### src/rtl/core/smf_pkg.sv
// Shared types, constants and arithmetic helpers of the sample filter block.
package smf_pkg;

	localparam int SAMPLE_W    = 16;
	localparam int COEF_W      = 16;
	localparam int FRAC_W      = 16;
	localparam int WEIGHT_REGS = 5;
	localparam int TAPS_DEFAULT = 5;
	localparam int CFG_IDX_W   = 3;
	localparam int CFG_DATA_W  = COEF_W;

	// Wide working widths for products and accumulations
	localparam int PROD_W = 40;
	localparam int ACC_W  = 24;

	// Configuration register indexes
	localparam logic [CFG_IDX_W-1:0] CFG_TAP_FIRST = 3'd0;
	localparam logic [CFG_IDX_W-1:0] CFG_TAP_LAST  = 3'd4;
	localparam logic [CFG_IDX_W-1:0] CFG_OLD_GAIN  = 3'd5;
	localparam logic [CFG_IDX_W-1:0] CFG_NEW_GAIN  = 3'd6;

	typedef logic signed [SAMPLE_W-1:0] sample_t;
	typedef logic [COEF_W-1:0] coef_t;

	localparam coef_t [WEIGHT_REGS-1:0] TAP_WEIGHT_RST =
		{16'd1861, 16'd15532, 16'd30749, 16'd15532, 16'd1861};
	localparam coef_t OLD_GAIN_RST = 16'd19661;
	localparam coef_t NEW_GAIN_RST = 16'd45875;

	typedef struct packed {
		coef_t [WEIGHT_REGS-1:0] tap_weight;
		coef_t                   old_gain;
		coef_t                   new_gain;
	} cfg_t;

	typedef struct packed {
		sample_t sample;
	} sample_item_t;

	typedef struct packed {
		sample_t raw_sample;
		sample_t moving_average;
		sample_t iir_output;
		sample_t fir_output;
	} result_item_t;

	// Pipeline advance controls shared between the stages
	typedef struct packed {
		logic take_s1;  // input transfer into stage 1
		logic load_s2;  // stage 2 registers may load
		logic item_s2;  // a real item moves from stage 1 into stage 2
		logic load_s3;  // output register may load
	} stage_en_t;

	localparam logic signed [PROD_W-1:0] TRUNC_BIAS = PROD_W'(2 ** FRAC_W - 1);
	localparam logic signed [ACC_W-1:0]  SAT_HI     = ACC_W'(2 ** (SAMPLE_W - 1) - 1);
	localparam logic signed [ACC_W-1:0]  SAT_LO     = -ACC_W'(2 ** (SAMPLE_W - 1));

	// Q0.16 product back to integer, truncating toward zero
	function automatic logic signed [ACC_W-1:0] trunc_q16(input logic signed [PROD_W-1:0] v);
		logic signed [PROD_W-1:0] b;
		b = v + (v[PROD_W-1] ? TRUNC_BIAS : '0);
		return b[FRAC_W +: ACC_W];
	endfunction

	// Clamp to the signed sample range
	function automatic sample_t sat_sample(input logic signed [ACC_W-1:0] v);
		sample_t r;
		if (v > SAT_HI) begin
			r = SAT_HI[SAMPLE_W-1:0];
		end else if (v < SAT_LO) begin
			r = SAT_LO[SAMPLE_W-1:0];
		end else begin
			r = v[SAMPLE_W-1:0];
		end
		return r;
	endfunction

endpackage

### src/rtl/core/smf_cfg_regs.sv
// Configuration register file: FIR tap weights and IIR gains.
module smf_cfg_regs (
	input  logic                           clk,
	input  logic                           arst_n,
	input  logic                           cfg_write,
	input  logic [smf_pkg::CFG_IDX_W-1:0]  cfg_index,
	input  logic [smf_pkg::CFG_DATA_W-1:0] cfg_data,
	output smf_pkg::cfg_t                  cfg
);
	import smf_pkg::*;

	cfg_t cfg_q;

	always_ff @(posedge clk or negedge arst_n) begin
		if (!arst_n) begin
			cfg_q.tap_weight <= TAP_WEIGHT_RST;
			cfg_q.old_gain   <= OLD_GAIN_RST;
			cfg_q.new_gain   <= NEW_GAIN_RST;
		end else if (cfg_write) begin
			case (cfg_index)
				CFG_OLD_GAIN: cfg_q.old_gain <= cfg_data;
				CFG_NEW_GAIN: cfg_q.new_gain <= cfg_data;
				default: begin
					// drop writes beyond the register list
					if (cfg_index inside {[CFG_TAP_FIRST:CFG_TAP_LAST]}) begin
						cfg_q.tap_weight[cfg_index] <= cfg_data;
					end
				end
			endcase
		end
	end

	assign cfg = cfg_q;

endmodule

### config.mk
export PLATFORM = sky130hd
export DESIGN_NAME = smf_cfg_regs
export DESIGN_NICKNAME = d
export VERILOG_FILES = /design/src/rtl/core/smf_pkg.sv /design/src/rtl/core/smf_cfg_regs.sv
export SDC_FILE = /design/constraint.sdc
export NUM_CORES = 1
export LEC_CHECK = 0
export BUFFER_PORTS_ARGS = -buffer_cell sky130_fd_sc_hd__buf_2
export CAP_MARGIN = 20
export CORE_ASPECT_RATIO = 0.7
export CORE_UTILIZATION = 50
export CTS_BUF_LIST = sky130_fd_sc_hd__clkbuf_16
export CTS_CLUSTER_DIAMETER = 50
export DETAILED_ROUTE_END_ITERATION = 10
export PLACE_DENSITY = 0.82
export SLEW_MARGIN = 25
export SYNTH_ARGS = -nofsm -noshare
export SYNTH_HDL_FRONTEND = slang
export SYNTH_SLANG_ARGS = --single-unit
### constraint.sdc
create_clock -name clk -period 0.85 [get_ports clk]
set_clock_uncertainty 0.05 [all_clocks]
set_input_delay 0.17 -clock clk [delete_from_list [all_inputs] [get_ports clk]]
set_output_delay 0.17 -clock clk [all_outputs]
set_load 0.01 [all_outputs]
**Yosys cells after proc, flatten, opt, wreduce, memory -nomap -nowiden**

Index checks and enable logic that the tools add are counted.

- Flip-flop bits (word level): 112
- Bits of input ports: 22
- Output and inout port bits: 112
- Word-level logic and storage cells: 23

- Magnitude comparators: 4
- Equal/unequal tests: 2
- Muxes and demuxes: 3
- Bitwise gates (word level): 1
- Reduce and logical (&&, ||, !) cells: 6

Operators with widths:

| cell | count |
|---|---|
| 80-bit bitwise mux | 1 |
| 16-bit demux with 3-bit select | 1 |
| 16-bit 2-to-1 mux | 1 |
| 3-bit equality test, second input constant | 2 |
| 3-bit by 1-bit >= comparator with 1-bit output, second input constant | 2 |
| 3-bit by 4-bit less-than comparator with 1-bit output, second input constant | 1 |
| 2-bit AND reduction | 2 |
| 3-bit less-or-equal comparator, second input constant | 1 |
| 3-bit AND reduction | 1 |
| 1-bit logical AND | 2 |
| 2-bit OR reduction | 1 |
| 1-bit inverter | 1 |

**Depth between registers and ports, before layout**

Gate-level depths: netlist (run 1).

- Depth after elaboration: 5
- Gate-level depth with buffers: 5
- Gate-level depth less buffers: 2

**Least setup slack after synthesis (run 1)**

OpenSTA, ideal clock, no wires.

- Kind: input port to flip-flop
- From: input port cfg_index[1] in the netlist's numbering
- To: register cfg_q, in the netlist cfg[37]
- Library setup time: 0.125 ns
- Arrival time: 1.271 ns
- Data required time: 0.675 ns
- Slack: -0.597 ns
- Stages on the path: 4
- Path buffers: 2
- Cells stage by stage: buf_4 > nor4b_4 > buf_6 > mux2_4

- Word-level cells in the longest chain between the ends: 5
- Elaborated cells on any way between the ends: 14
- Classes of those cells: order compare: 4; eq/ne: 2; mux: 3; bitwise: 1; reduce/logical: 4

Ends and longest elaborated chain:

| element | RTL line | RTL |
|---|---|---|
| from (decl) | smf_cfg_regs.sv:6 | `input logic [smf_pkg::CFG_IDX_W-1:0] cfg_index,` |
| 3-bit by 4-bit less-than comparator with 1-bit output (not written as such) or 3-bit by 1-bit >= comparator with 1-bit output (tied branches) | smf_cfg_regs.sv:26, smf_cfg_regs.sv:25 |  |
| 1-bit logical AND (not written as such) | smf_cfg_regs.sv:26 | `cfg_q.tap_weight[cfg_index] <= cfg_data;` |
| 16-bit 2-to-1 mux (not written as such) | smf_cfg_regs.sv:26 |  |
| 16-bit demux with 3-bit select | smf_cfg_regs.sv:26 |  |
| 80-bit bitwise mux | smf_cfg_regs.sv:26 |  |
| to (decl) | smf_cfg_regs.sv:12 | `cfg_t cfg_q;` |

Several ways; a longest one is shown, not always the timed one.
A chain may end at the register's enable or synchronous reset.

**Worst setup path in the final report (run 1)**

- From: register cfg_q, in the netlist cfg[58]
- To: output port cfg[58] in the netlist's numbering

RTL lines:

| element | RTL line | RTL |
|---|---|---|
| to (decl) | smf_cfg_regs.sv:8 | `output smf_pkg::cfg_t cfg` |

No word-level cell between the ends.

==> impl_metrics.prom, run 1 <==
# TYPE chip_impl_metric gauge
chip_impl_metric{name="synth.distinct_cells",unit=""} 11
chip_impl_info{name="rsz0062_at_grt",value="true"} 1
chip_impl_metric{name="area_share_of_fa_ha_maj_cells_after_synthesis",unit=""} 0
chip_impl_metric{name="detailedPlacementHpwl",unit="µm"} 7200
chip_impl_info{name="cts-root-buf",value="sky130_fd_sc_hd__clkbuf_16"} 1
chip_impl_metric{name="synth-seq-area-share",unit=""} 0.656
chip_impl_info{name="main_combinational_cell_family_by_area_after_synthesis",value="multiplexers"} 1
chip_impl_metric{name="number_of_antenna_violations_at_the_first_check_in_global_routing",unit=""} 0
chip_impl_metric{name="syn-mean-instance-area",unit="µm²"} 17.8
chip_impl_metric{name="drt-initial-drc-count",unit=""} 162
chip_impl_metric{name="area_growth_syn_to_layout",unit="%"} 69.1
chip_impl_info{name="cp_cell_sequence",value="buf_6"} 1
chip_impl_metric{name="grt_first_pass_wirelength",unit="µm"} 18500
chip_impl_info{name="holdCritPathClass",value="input pin to register"} 1
chip_impl_metric{name="final-max-slew-violation-count",unit=""} 0
chip_impl_metric{name="io-pin-count",unit=""} 134
chip_impl_info{name="critical_path.top_delay_family",value="flip-flops"} 1
chip_impl_metric{name="grt_util_met1",unit=""} 0.366
chip_impl_metric{name="antenna_left",unit=""} 0
chip_impl_metric{name="post-route-drc-count",unit=""} 0
chip_impl_metric{name="floorplan.die.height",unit="µm"} 80.2
chip_impl_metric{name="grt_util_met2",unit=""} 0.475
chip_impl_info{name="worstSetupEndpointType",value="output port"} 1
chip_impl_metric{name="layout_setup_ws",unit="ns"} -0.406
chip_impl_metric{name="global_route_met3_utilization",unit=""} 0.0672
chip_impl_metric{name="first_global_vias",unit=""} 3133
chip_impl_metric{name="max_freq",unit="MHz"} 796
chip_impl_metric{name="power_density",unit="nW/µm²"} 2460
chip_impl_metric{name="avgViaCountPerCell",unit=""} 5.19
chip_impl_metric{name="place.gp.congestion",unit=""} 0.709
chip_impl_metric{name="io_buffer_count",unit=""} 133
chip_impl_metric{name="post_synth_inst_count",unit=""} 245
chip_impl_metric{name="drive_above_1_share",unit=""} 0.865
chip_impl_metric{name="syn_nets",unit=""} 267
chip_impl_info{name="synth.area.top_cells",value="sky130_fd_sc_hd__dfrtp_1 (34%), sky130_fd_sc_hd__dfstp_2 (32%), sky130_fd_sc_hd__mux2_2 (26%)"} 1
chip_impl_metric{name="max_cap_violations",unit=""} 0
chip_impl_metric{name="synth_compound_gate_area_share",unit=""} 0
chip_impl_metric{name="mux_cell_area_share_after_synthesis",unit=""} 0.297
chip_impl_metric{name="core.rowCount",unit=""} 28
chip_impl_metric{name="yosys_register_bits",unit=""} 112
chip_impl_metric{name="power.total",unit="mW"} 18.2
chip_impl_metric{name="worstMarginPinSlew",unit="ns"} 0.297
chip_impl_metric{name="wire_per_inst",unit="µm"} 23.5
chip_impl_metric{name="postLayoutCoreUtil",unit=""} 0.872
chip_impl_metric{name="synth-xor-area-share",unit=""} 0
chip_impl_metric{name="slew-limit-headroom",unit=""} 0.802
chip_impl_metric{name="fin_crit",unit="ns"} 1.26
chip_impl_metric{name="postRouteWirelength",unit="µm"} 14200
chip_impl_metric{name="critical_path.max_fanout",unit=""} 2
chip_impl_metric{name="vias",unit=""} 3131
chip_impl_metric{name="synth_largest_type_area_fraction",unit=""} 0.338
chip_impl_metric{name="grt.total_usage",unit=""} 0.281
chip_impl_metric{name="netlist_area",unit="µm²"} 4370
chip_impl_metric{name="cts_max_level",unit=""} 3
chip_impl_info{name="critical_path_class",value="register to output port"} 1
chip_impl_metric{name="initial_core_util",unit=""} 0.516
chip_impl_info{name="synthDominantAreaCellType",value="sky130_fd_sc_hd__dfrtp_1"} 1
chip_impl_metric{name="clock_tree.buffer_depth",unit=""} 2
chip_impl_metric{name="finalCritPeriodShare",unit=""} 1.48
chip_impl_metric{name="power.static_leakage",unit="nW"} 3.66
chip_impl_metric{name="fp.dieArea",unit="µm²"} 9130
chip_impl_metric{name="die_width",unit="µm"} 114
chip_impl_metric{name="final_net_count",unit=""} 501
chip_impl_info{name="clock_tree_from_tritoncts",value="built"} 1
chip_impl_metric{name="grt_max_degree",unit=""} 42
chip_impl_metric{name="later_pin_clock_latency_in_the_skew_report",unit="ns"} 0.34
chip_impl_metric{name="finalSetupTns",unit="ns"} -51.87
chip_impl_info{name="crit_path_start_kind",value="register"} 1
chip_impl_metric{name="peakVddDrop",unit="mV"} 2.02
chip_impl_metric{name="largest_register_ff_count",unit=""} 112
chip_impl_info{name="outcome",value="complete, but fails checks"} 1
chip_impl_metric{name="path_buf_inv",unit=""} 1
chip_impl_metric{name="cp.arrival",unit="ns"} 1.04
chip_impl_metric{name="synth.yosys.warnings",unit=""} 0
chip_impl_metric{name="worst_ep_required_time",unit="ns"} 0.63
chip_impl_info{name="grt_most_used_layer",value="met2"} 1
chip_impl_info{name="failed_checks",value="negative setup slack"} 1
chip_impl_metric{name="hold_viol_final",unit=""} 0
chip_impl_metric{name="cts.reportedPaths.clkPinSlew",unit="ns"} 0.08
chip_impl_metric{name="grt.overflow.total",unit=""} 0
chip_impl_metric{name="clock-sinks",unit=""} 112
chip_impl_metric{name="synth-simple-area-share",unit=""} 0.0232
chip_impl_metric{name="crit_path_max_incr_delay",unit="ns"} 0.57
chip_impl_info{name="slowest_stage",value="sky130_fd_sc_hd__dfstp_2"} 1
chip_impl_metric{name="drt-pass1-iter-count",unit=""} 4
chip_impl_metric{name="core_area",unit="µm²"} 8480
chip_impl_metric{name="finalSetupViolations",unit=""} 223
chip_impl_metric{name="antenna_cells",unit=""} 0
chip_impl_metric{name="cts_buffers",unit=""} 9
-- logic make-up (layout without fill, tap and decap cells) --
kind of cell / after synthesis / in the layout
multiplexers: 112 / 112
flip-flops: 112 / 112
buffers and inverters: 14 / 252
AND/OR/NAND/NOR: 7 / 7
-- cell type report --
type                            instances  area, µm²
Fill cell                             366       1090
Timing Repair Buffer                  237       2330
Clock inverter                          6       23.8
Tap cell                              120        150
Multi-Input combinational cell        119       1790
Clock buffer                            9        225
Sequential cell                       112       2870
-- synthesized netlist by cell type, drive strengths merged --
cell type  count
and4bb         1
buf           14
dfrtp         59
dfstp         53
mux2         112
nand4b         3
nor4b          1
nor4bb         2
-- routing by layer --
layer  part of all wire  wire [µm]
met5                  0          0
met4              0.017        240
met3              0.042        590
met2               0.53       7490
met1               0.41       5850
-- power breakdown --
group	switching [mW]	leakage (nW)	internal (mW)
logic	2.27	2.26	4.25
registers	0.961	1.26	6.93
clock network	1.87	0.138	1.92
-- cell usage in the layout (no fill, tap or decap), types with 2 or more instances in the layout --
cell type and count:
sky130_fd_sc_hd__buf_12 17, sky130_fd_sc_hd__buf_6 91, sky130_fd_sc_hd__buf_4 66, sky130_fd_sc_hd__nand4b_4 3
sky130_fd_sc_hd__mux2_4 98, sky130_fd_sc_hd__inv_1 4, sky130_fd_sc_hd__dfrtp_1 59, sky130_fd_sc_hd__mux2_2 14
sky130_fd_sc_hd__buf_8 3, sky130_fd_sc_hd__buf_2 53, sky130_fd_sc_hd__dfstp_2 53, sky130_fd_sc_hd__clkbuf_16 14
sky130_fd_sc_hd__nor4bb_4 2
-- worst paths after layout --
| check | from | endpoint | slack [ns] | cells after the start |
|---|---|---|---|---|
| worst min register to register | cfg[7] | cfg[7] | 0.46 | 1 |
| min in group asynchronous | arst_n | cfg[86] | 0.17 | 2 |
| max in group asynchronous | arst_n | cfg[40] | 0.04 | 3 |
| worst max-delay path | cfg[58] | cfg[58] | -0.41 | 1 |
| worst min-delay path | cfg_data[13] | cfg[61] | 0.11 | 2 |
| worst max register to register | cfg[108] | cfg[108] | -0.25 | 3 |
-- per-stage QoR --
stage          area, µm²  hold slack [ns]  instances  worst slack [ns]
2_1_floorplan       4620           -0.176        245            -0.577
3_3_place_gp        5590          -0.0229        504            -0.538
3_5_place_dp        5590          -0.0181        504            -0.609
4_1_cts             7000           0.0927        576            -0.385
5_1_grt             7390            0.116        603            -0.418
6_report            7390            0.111        603            -0.406
-- timing repair --
item	4_1_cts	5_1_grt
buffers inserted	50	34
resized for setup	119	49
hold buffers	1	0
cloned	6	0
endpoints found under the hold margin	63	0
pin swaps	7	3
endpoints found under the setup margin	224	209
Power figures use the tool's default switching activity.
==> run 2, diff against run 1 <==
CORE_MARGIN = 5   (was default)
GPL_TIMING_DRIVEN = 0   (was default)
==> run 2 against run 1 <==
  * The flow finishes with violations (negative hold slack, negative setup slack)
  * Worst hold slack worse by 0.42 ns
  * Global-route usage down 3.9 points
  * Count of clock-buffer cells in the layout unchanged
  * Total power down 2.1%
  * Maximum frequency down 0.10%
  * Non-clock buffer count down 16
  * Combinational power down 6.3%
  * Die area up 18%
  * Utilization down 1.7 points
  * First-iteration DRC count down 7.4%
  * Via count down 4.4%
  * Critical endpoint is now cfg[61]
  * Largest cell class unchanged
==> impl_metrics.prom, run 2 (same netlist as run 1, synthesis figures left out) <==
# TYPE chip_impl_metric gauge
chip_impl_info{name="outcome",value="complete, but fails checks"} 1
chip_impl_info{name="failed_checks",value="negative hold slack, negative setup slack"} 1
chip_impl_metric{name="fin_crit",unit="ns"} 1.26
chip_impl_metric{name="first_global_vias",unit=""} 3272
chip_impl_metric{name="fp.dieArea",unit="µm²"} 10700
chip_impl_metric{name="later_pin_clock_latency_in_the_skew_report",unit="ns"} 0.35
chip_impl_metric{name="post-route-drc-count",unit=""} 0
chip_impl_metric{name="drt-initial-drc-count",unit=""} 150
chip_impl_info{name="holdCritPathClass",value="input pin to asynchronous set/reset pin"} 1
chip_impl_metric{name="core.rowCount",unit=""} 28
chip_impl_metric{name="peakVddDrop",unit="mV"} 1.76
chip_impl_metric{name="cts_max_level",unit=""} 3
chip_impl_metric{name="clock-sinks",unit=""} 112
chip_impl_info{name="rr_endpoint",value="cfg[110]"} 1
chip_impl_metric{name="final_net_count",unit=""} 485
chip_impl_metric{name="cp.arrival",unit="ns"} 1.04
chip_impl_metric{name="design_area",unit="µm²"} 7250
chip_impl_metric{name="cts_buffers",unit=""} 9
chip_impl_metric{name="ff2ff_path_depth",unit=""} 2
chip_impl_metric{name="detailedPlacementHpwl",unit="µm"} 7360
chip_impl_info{name="cp_cell_sequence",value="buf_6"} 1
chip_impl_metric{name="grt.overflow.total",unit=""} 0
chip_impl_metric{name="hold_viol_final",unit=""} 26
chip_impl_metric{name="place.gp.congestion",unit=""} 0.718
chip_impl_metric{name="postRouteWirelength",unit="µm"} 13700
chip_impl_metric{name="layout.filler_cells",unit=""} 373
chip_impl_info{name="critical_path.top_delay_family",value="flip-flops"} 1
chip_impl_metric{name="cts.reportedPaths.clkPinSlew",unit="ns"} 0.07
chip_impl_metric{name="area_growth_syn_to_layout",unit="%"} 65.8
chip_impl_info{name="layout.cells.most_common_list",value="sky130_fd_sc_hd__mux2_4 (97), sky130_fd_sc_hd__buf_6 (92), sky130_fd_sc_hd__dfrtp_1 (59)"} 1
chip_impl_metric{name="die_width",unit="µm"} 122
chip_impl_info{name="r2r_start",value="cfg[110]"} 1
chip_impl_metric{name="grt_first_pass_wirelength",unit="µm"} 19100
chip_impl_metric{name="worstMarginPinSlew",unit="ns"} 0.442
chip_impl_metric{name="largest_register_ff_count",unit=""} 112
chip_impl_metric{name="avgViaCountPerCell",unit=""} 5.09
chip_impl_info{name="rsz0062_at_grt",value="true"} 1
chip_impl_metric{name="finalCritPeriodShare",unit=""} 1.48
chip_impl_metric{name="vias",unit=""} 2992
chip_impl_metric{name="wire_per_inst",unit="µm"} 23.3
chip_impl_metric{name="max_cap_violations",unit=""} 0
chip_impl_metric{name="grt.total_usage",unit=""} 0.242
chip_impl_metric{name="multi_input_area",unit="µm²"} 1790
chip_impl_metric{name="initial_core_util",unit=""} 0.516
chip_impl_metric{name="grt_max_degree",unit=""} 66
chip_impl_info{name="crit_path_start_kind",value="register"} 1
chip_impl_metric{name="fin_worst_hold_slack",unit="ns"} -0.306
chip_impl_metric{name="crit_path_max_incr_delay",unit="ns"} 0.57
chip_impl_metric{name="layout_setup_ws",unit="ns"} -0.407
chip_impl_metric{name="critical_path.max_fanout",unit=""} 2
chip_impl_metric{name="drt-pass1-iter-count",unit=""} 4
chip_impl_metric{name="regToRegSetupSlack",unit="ns"} -0.13
chip_impl_metric{name="finalSetupViolations",unit=""} 216
chip_impl_metric{name="worst_ep_required_time",unit="ns"} 0.63
chip_impl_metric{name="max_freq",unit="MHz"} 795
chip_impl_metric{name="io-pin-count",unit=""} 134
chip_impl_info{name="slowest_stage",value="sky130_fd_sc_hd__dfstp_2"} 1
chip_impl_info{name="clock_tree_from_tritoncts",value="built"} 1
chip_impl_info{name="critical_path_class",value="register to output port"} 1
chip_impl_metric{name="antenna_left",unit=""} 0
chip_impl_metric{name="drive_above_1_share",unit=""} 0.868
chip_impl_metric{name="slew-limit-headroom",unit=""} 0.705
chip_impl_metric{name="placed_area",unit="µm²"} 5450
chip_impl_metric{name="core_area",unit="µm²"} 8480
chip_impl_metric{name="regArea",unit="µm²"} 2870
chip_impl_metric{name="floorplan.die.height",unit="µm"} 88.2
chip_impl_metric{name="antenna_cells",unit=""} 0
chip_impl_info{name="cts-root-buf",value="sky130_fd_sc_hd__clkbuf_16"} 1
chip_impl_metric{name="power.static_leakage",unit="nW"} 3.56
chip_impl_info{name="worstSetupEndpointType",value="output port"} 1
chip_impl_metric{name="path_buf_inv",unit=""} 1
chip_impl_metric{name="io_buffer_count",unit=""} 129
chip_impl_metric{name="clock_tree.buffer_depth",unit=""} 2
chip_impl_metric{name="final-max-slew-violation-count",unit=""} 0
chip_impl_metric{name="number_of_antenna_violations_at_the_first_check_in_global_routing",unit=""} 0
chip_impl_metric{name="power_density",unit="nW/µm²"} 2460
chip_impl_info{name="layout.cells.most_common",value="sky130_fd_sc_hd__mux2_4"} 1
==> run 2: final cells by class <==
| type | instances | share of cell area |
|---|---|---|
| tap | 120 | 0.0207 |
| sequential | 112 | 0.396 |
| clock buffer | 9 | 0.0311 |
| clock inverter | 7 | 0.00518 |
| multi-input combinational | 119 | 0.247 |
| timing repair buffer | 208 | 0.269 |
| buffer | 13 | 0.0316 |
==> run 2: what timing repair did <==
| action | in CTS | in global routing |
|---|---|---|
| buffers inserted | 50 | 34 |
| cloned | 6 | 1 |
| endpoints found under the setup margin | 204 | 208 |
| pin swaps | 5 | 5 |
| endpoints found under the hold margin | 25 | 25 |
| resized for setup | 116 | 55 |
==> run 2: power breakdown <==
group,internal (mW),total (mW),switching [mW],leakage (nW)
sequential,6.93,7.84,0.912,1.26
combinational,3.96,6.11,2.15,2.16
clock,1.96,3.87,1.91,0.128
==> run 2: worst max path at each step <==
stage | start | endpoint | slack, ns | depth (start not counted)
2_1_floorplan | cfg_index[1] | cfg[37] | -0.58 | 4
3_5_place_dp | cfg_index[1] | cfg[37] | -0.82 | 4
6_report | cfg[61] | cfg[61] | -0.41 | 1
5_1_grt | cfg[61] | cfg[61] | -0.43 | 1
3_3_place_gp | arst_n | cfg[80] | -1.53 | 1
4_1_cts | cfg[61] | cfg[61] | -0.39 | 1
==> run 2: through the flow <==
| step | total power, mW | TNS (ns) | worst slack [ns] | util | instances |
|---|---|---|---|---|---|
| after floorplan | 9.70 | -42.30 | -0.577 | - | 245 |
| after global placement | 11.3 | -198.90 | -1.53 | 0.639 | 494 |
| final | 17.8 | -48.43 | -0.407 | 0.855 | 588 |
| after CTS | 17.0 | -44.52 | -0.391 | 0.810 | 567 |
| after global routing | 18.5 | -53.30 | -0.427 | 0.855 | 588 |
| after detailed placement | 11.5 | -60.48 | -0.817 | 0.643 | 495 |
==> run 2: routing by layer <==
layer,global-route usage,routed length (µm),up-vias
met4,0.0763,119,0
li1,-,-,1308
met2,0.409,7160,85
met1,0.312,5850,1586
met3,0.0601,599,13
met5,0,0,-
==> run 3, diff against run 2 <==
ABC_AREA = 1   (was default)
==> run 3 against run 2 <==
  * The run still ends with negative hold slack, negative setup slack left
  * Synthesized cell count increased by 100%
  * Sequential power fell by 4.6%
  * Sequential share of layout area increased by 2.4 points
  * Utilization is 6.0 points lower
==> impl_metrics.prom, run 3 <==
# TYPE chip_impl_metric gauge
chip_impl_metric{name="grt_first_pass_wirelength",unit="µm"} 22300
chip_impl_metric{name="syn-mean-instance-area",unit="µm²"} 9.02
chip_impl_info{name="crit_path_start_kind",value="register"} 1
chip_impl_metric{name="final-max-slew-violation-count",unit=""} 0
chip_impl_metric{name="antenna_cells",unit=""} 0
chip_impl_metric{name="finalSetupTns",unit="ns"} -34.82
chip_impl_metric{name="max_cap_violations",unit=""} 0
chip_impl_metric{name="antenna_left",unit=""} 0
chip_impl_info{name="synth_top_cells_by_count",value="sky130_fd_sc_hd__nand2_1 (265), sky130_fd_sc_hd__nand3_1 (80), sky130_fd_sc_hd__dfrtp_1 (59)"} 1
chip_impl_info{name="worstSetupEndpointType",value="output port"} 1
chip_impl_metric{name="postLayoutCoreUtil",unit=""} 0.795
chip_impl_metric{name="number_of_antenna_violations_at_the_first_check_in_global_routing",unit=""} 0
chip_impl_metric{name="worst_ep_required_time",unit="ns"} 0.63
chip_impl_metric{name="finalSetupViolations",unit=""} 130
chip_impl_metric{name="drt-initial-drc-count",unit=""} 387
chip_impl_info{name="layout.cells.most_common",value="sky130_fd_sc_hd__nand2_1"} 1
chip_impl_info{name="slowest_stage",value="sky130_fd_sc_hd__dfstp_2"} 1
chip_impl_metric{name="later_pin_clock_latency_in_the_skew_report",unit="ns"} 0.35
chip_impl_metric{name="hold_viol_final",unit=""} 34
chip_impl_metric{name="grt.total_usage",unit=""} 0.270
chip_impl_info{name="clock_tree_from_tritoncts",value="built"} 1
chip_impl_info{name="dominantRegCellSynth",value="sky130_fd_sc_hd__dfrtp_1"} 1
chip_impl_metric{name="place.gp.congestion",unit=""} 0.840
chip_impl_metric{name="power.static_leakage",unit="nW"} 3.66
chip_impl_metric{name="asyncSetResetFlopFracSynth",unit=""} 1.00
chip_impl_metric{name="power_density",unit="nW/µm²"} 2370
chip_impl_metric{name="clock_tree.buffer_depth",unit=""} 2
chip_impl_info{name="cp_cell_sequence",value="buf_6"} 1
chip_impl_metric{name="grt.overflow.total",unit=""} 0
chip_impl_metric{name="fp.dieArea",unit="µm²"} 11000
chip_impl_metric{name="synth-seq-area-share",unit=""} 0.642
chip_impl_metric{name="slew-limit-headroom",unit=""} 0.594
chip_impl_metric{name="synth.yosys.warnings",unit=""} 0
chip_impl_metric{name="clock-sinks",unit=""} 112
chip_impl_metric{name="initial_core_util",unit=""} 0.520
chip_impl_metric{name="drt-pass1-iter-count",unit=""} 5
chip_impl_metric{name="die_width",unit="µm"} 123
chip_impl_metric{name="cts_max_level",unit=""} 3
chip_impl_info{name="cts-root-buf",value="sky130_fd_sc_hd__clkbuf_16"} 1
chip_impl_metric{name="worstMarginPinSlew",unit="ns"} 0.610
chip_impl_metric{name="post_synth_inst_count",unit=""} 495
chip_impl_metric{name="postRouteWirelength",unit="µm"} 14900
chip_impl_metric{name="synth_largest_type_area_fraction",unit=""} 0.331
chip_impl_info{name="layout.cells.most_common_list",value="sky130_fd_sc_hd__nand2_1 (237), sky130_fd_sc_hd__buf_6 (95), sky130_fd_sc_hd__nand3_1 (71)"} 1
chip_impl_metric{name="crit_path_max_incr_delay",unit="ns"} 0.58
chip_impl_metric{name="core.rowCount",unit=""} 28
chip_impl_metric{name="fin_worst_hold_slack",unit="ns"} -0.246
chip_impl_metric{name="finalCritPeriodShare",unit=""} 1.48
chip_impl_metric{name="yosys_register_bits",unit=""} 112
chip_impl_info{name="critical_path_class",value="register to output port"} 1
chip_impl_metric{name="io_buffer_count",unit=""} 133
chip_impl_metric{name="largest_register_ff_count",unit=""} 112
chip_impl_metric{name="dp_slack",unit="ns"} -0.437
chip_impl_metric{name="floorplan.die.height",unit="µm"} 89.1
chip_impl_metric{name="cts_buffers",unit=""} 9
chip_impl_metric{name="peakVddDrop",unit="mV"} 1.40
chip_impl_metric{name="regToRegSetupSlack",unit="ns"} -0.08
chip_impl_metric{name="netlist_area",unit="µm²"} 4470
chip_impl_info{name="yosys.cell_count.top_type",value="sky130_fd_sc_hd__nand2_1"} 1
chip_impl_metric{name="io-pin-count",unit=""} 134
chip_impl_metric{name="cp.arrival",unit="ns"} 1.04
chip_impl_metric{name="drive_above_1_share",unit=""} 0.467
chip_impl_metric{name="post-route-drc-count",unit=""} 0
chip_impl_info{name="failed_checks",value="negative hold slack, negative setup slack"} 1
chip_impl_metric{name="final_net_count",unit=""} 719
chip_impl_metric{name="fin_crit",unit="ns"} 1.26
chip_impl_info{name="outcome",value="complete, but fails checks"} 1
chip_impl_metric{name="core_area",unit="µm²"} 8580
chip_impl_metric{name="area_growth_syn_to_layout",unit="%"} 52.8
chip_impl_metric{name="cts.reportedPaths.clkPinSlew",unit="ns"} 0.07
chip_impl_info{name="holdCritPathClass",value="input pin to asynchronous set/reset pin"} 1
chip_impl_metric{name="synth.distinct_cells",unit=""} 13
chip_impl_info{name="synthDominantAreaCellType",value="sky130_fd_sc_hd__dfrtp_1"} 1
chip_impl_metric{name="grt_max_degree",unit=""} 68
chip_impl_metric{name="detailedPlacementHpwl",unit="µm"} 9310
chip_impl_metric{name="max_freq",unit="MHz"} 794
chip_impl_metric{name="path_buf_inv",unit=""} 1
chip_impl_metric{name="avgViaCountPerCell",unit=""} 5.31
chip_impl_metric{name="synth_enable_flop_cells",unit=""} 0
chip_impl_metric{name="layout_setup_ws",unit="ns"} -0.409
chip_impl_metric{name="syn_nets",unit=""} 517
chip_impl_metric{name="first_global_vias",unit=""} 4331
chip_impl_metric{name="vias",unit=""} 4365
chip_impl_info{name="synth.area.top_cells",value="sky130_fd_sc_hd__dfrtp_1 (33%), sky130_fd_sc_hd__dfstp_2 (31%), sky130_fd_sc_hd__nand2_1 (22%)"} 1
chip_impl_info{name="rsz0062_at_grt",value="true"} 1
chip_impl_metric{name="critical_path.max_fanout",unit=""} 2
chip_impl_metric{name="wire_per_inst",unit="µm"} 18.2
chip_impl_info{name="critical_path.top_delay_family",value="flip-flops"} 1
==> run 3: cell types whose count changed after synthesis, sizes merged <==
cell    previous run  this run
nand3              0        80
nor4bb             2         0
and4bb             1         0
mux2             112         0
nor4b              1         0
buf               14        19
clkbuf             0         5
nand2              0       267
nor2               0         6
inv                0         6
nand4b             3         0
==> run 3: logic make-up (layout without fill, tap and decap cells) <==
logic type	count (synthesis)	in the layout	synth area share
and+or+nand+nor	353	353	0.327
DFF	112	112	0.642
buffers and inverters	30	237	0.0308
==> run 3: worst paths after layout <==
path	from	to	cells past startpoint
max in group asynchronous	arst_n	cfg[105]	2
min reg2reg	cfg[58]	cfg[58]	2
min	arst_n	cfg[2]	1
min in group clk	cfg_data[5]	cfg[85]	3
max reg2reg	cfg[86]	cfg[86]	4
max	cfg[30]	cfg[30]	1
==> run 3: final cells by class <==
type                            count  area [µm²]
Sequential cell                   112        2870
Fill cell                         519        1760
Timing Repair Buffer              191        1650
Multi-Input combinational cell    353        1640
Clock buffer                        9         225
Buffer                             24         220
Tap cell                          120         150
Inverter                            6        42.5
Clock inverter                      7        33.8
==> run 3: timing repair <==
action | 4_1_cts | 5_1_grt
endpoints found under the hold margin | 34 | 34
pin swaps | 3 | 18
gates resized for setup | 71 | 71
setup endpoints to repair | 168 | 158
setup buffers | 36 | 30
==> run 3: worst register-to-register path, delay by kind of cell (launching register included) <==
family	cells	cell delay, ns
DFF	1	0.40
buffers and inverters	2	0.26
and+or+nand+nor	2	0.12
==> run 3: where the power goes <==
group | internal, mW | switching [mW] | leakage [nW]
Sequential | 6.69 | 0.792 | 1.30
Combinational | 2.61 | 2.25 | 2.23
Clock | 1.94 | 1.88 | 0.130
Total | 11.2 | 4.92 | 3.66
==> run 3: layer usage <==
| metal | GRT usage | vias to the layer above | wire length (µm) |
|---|---|---|---|
| met5 | 0 | - | 0 |
| met4 | 0.0734 | 0 | 229 |
| met3 | 0.0873 | 21 | 1290 |
| met2 | 0.445 | 214 | 7360 |
| met1 | 0.349 | 2165 | 6050 |
| li1 | - | 1965 | - |
==> run 3: per-stage QoR <==
step	hold WS (ns)	power [mW]	std cells	cell area, µm²
finish	-0.246	16.2	822	6830
CTS	-0.223	15.4	801	6410
global route	-0.199	16.9	822	6830
global placement	0.397	10.3	748	5430
detailed placement	0.151	10.5	749	5450
floorplan	-0.176	8.78	495	4610
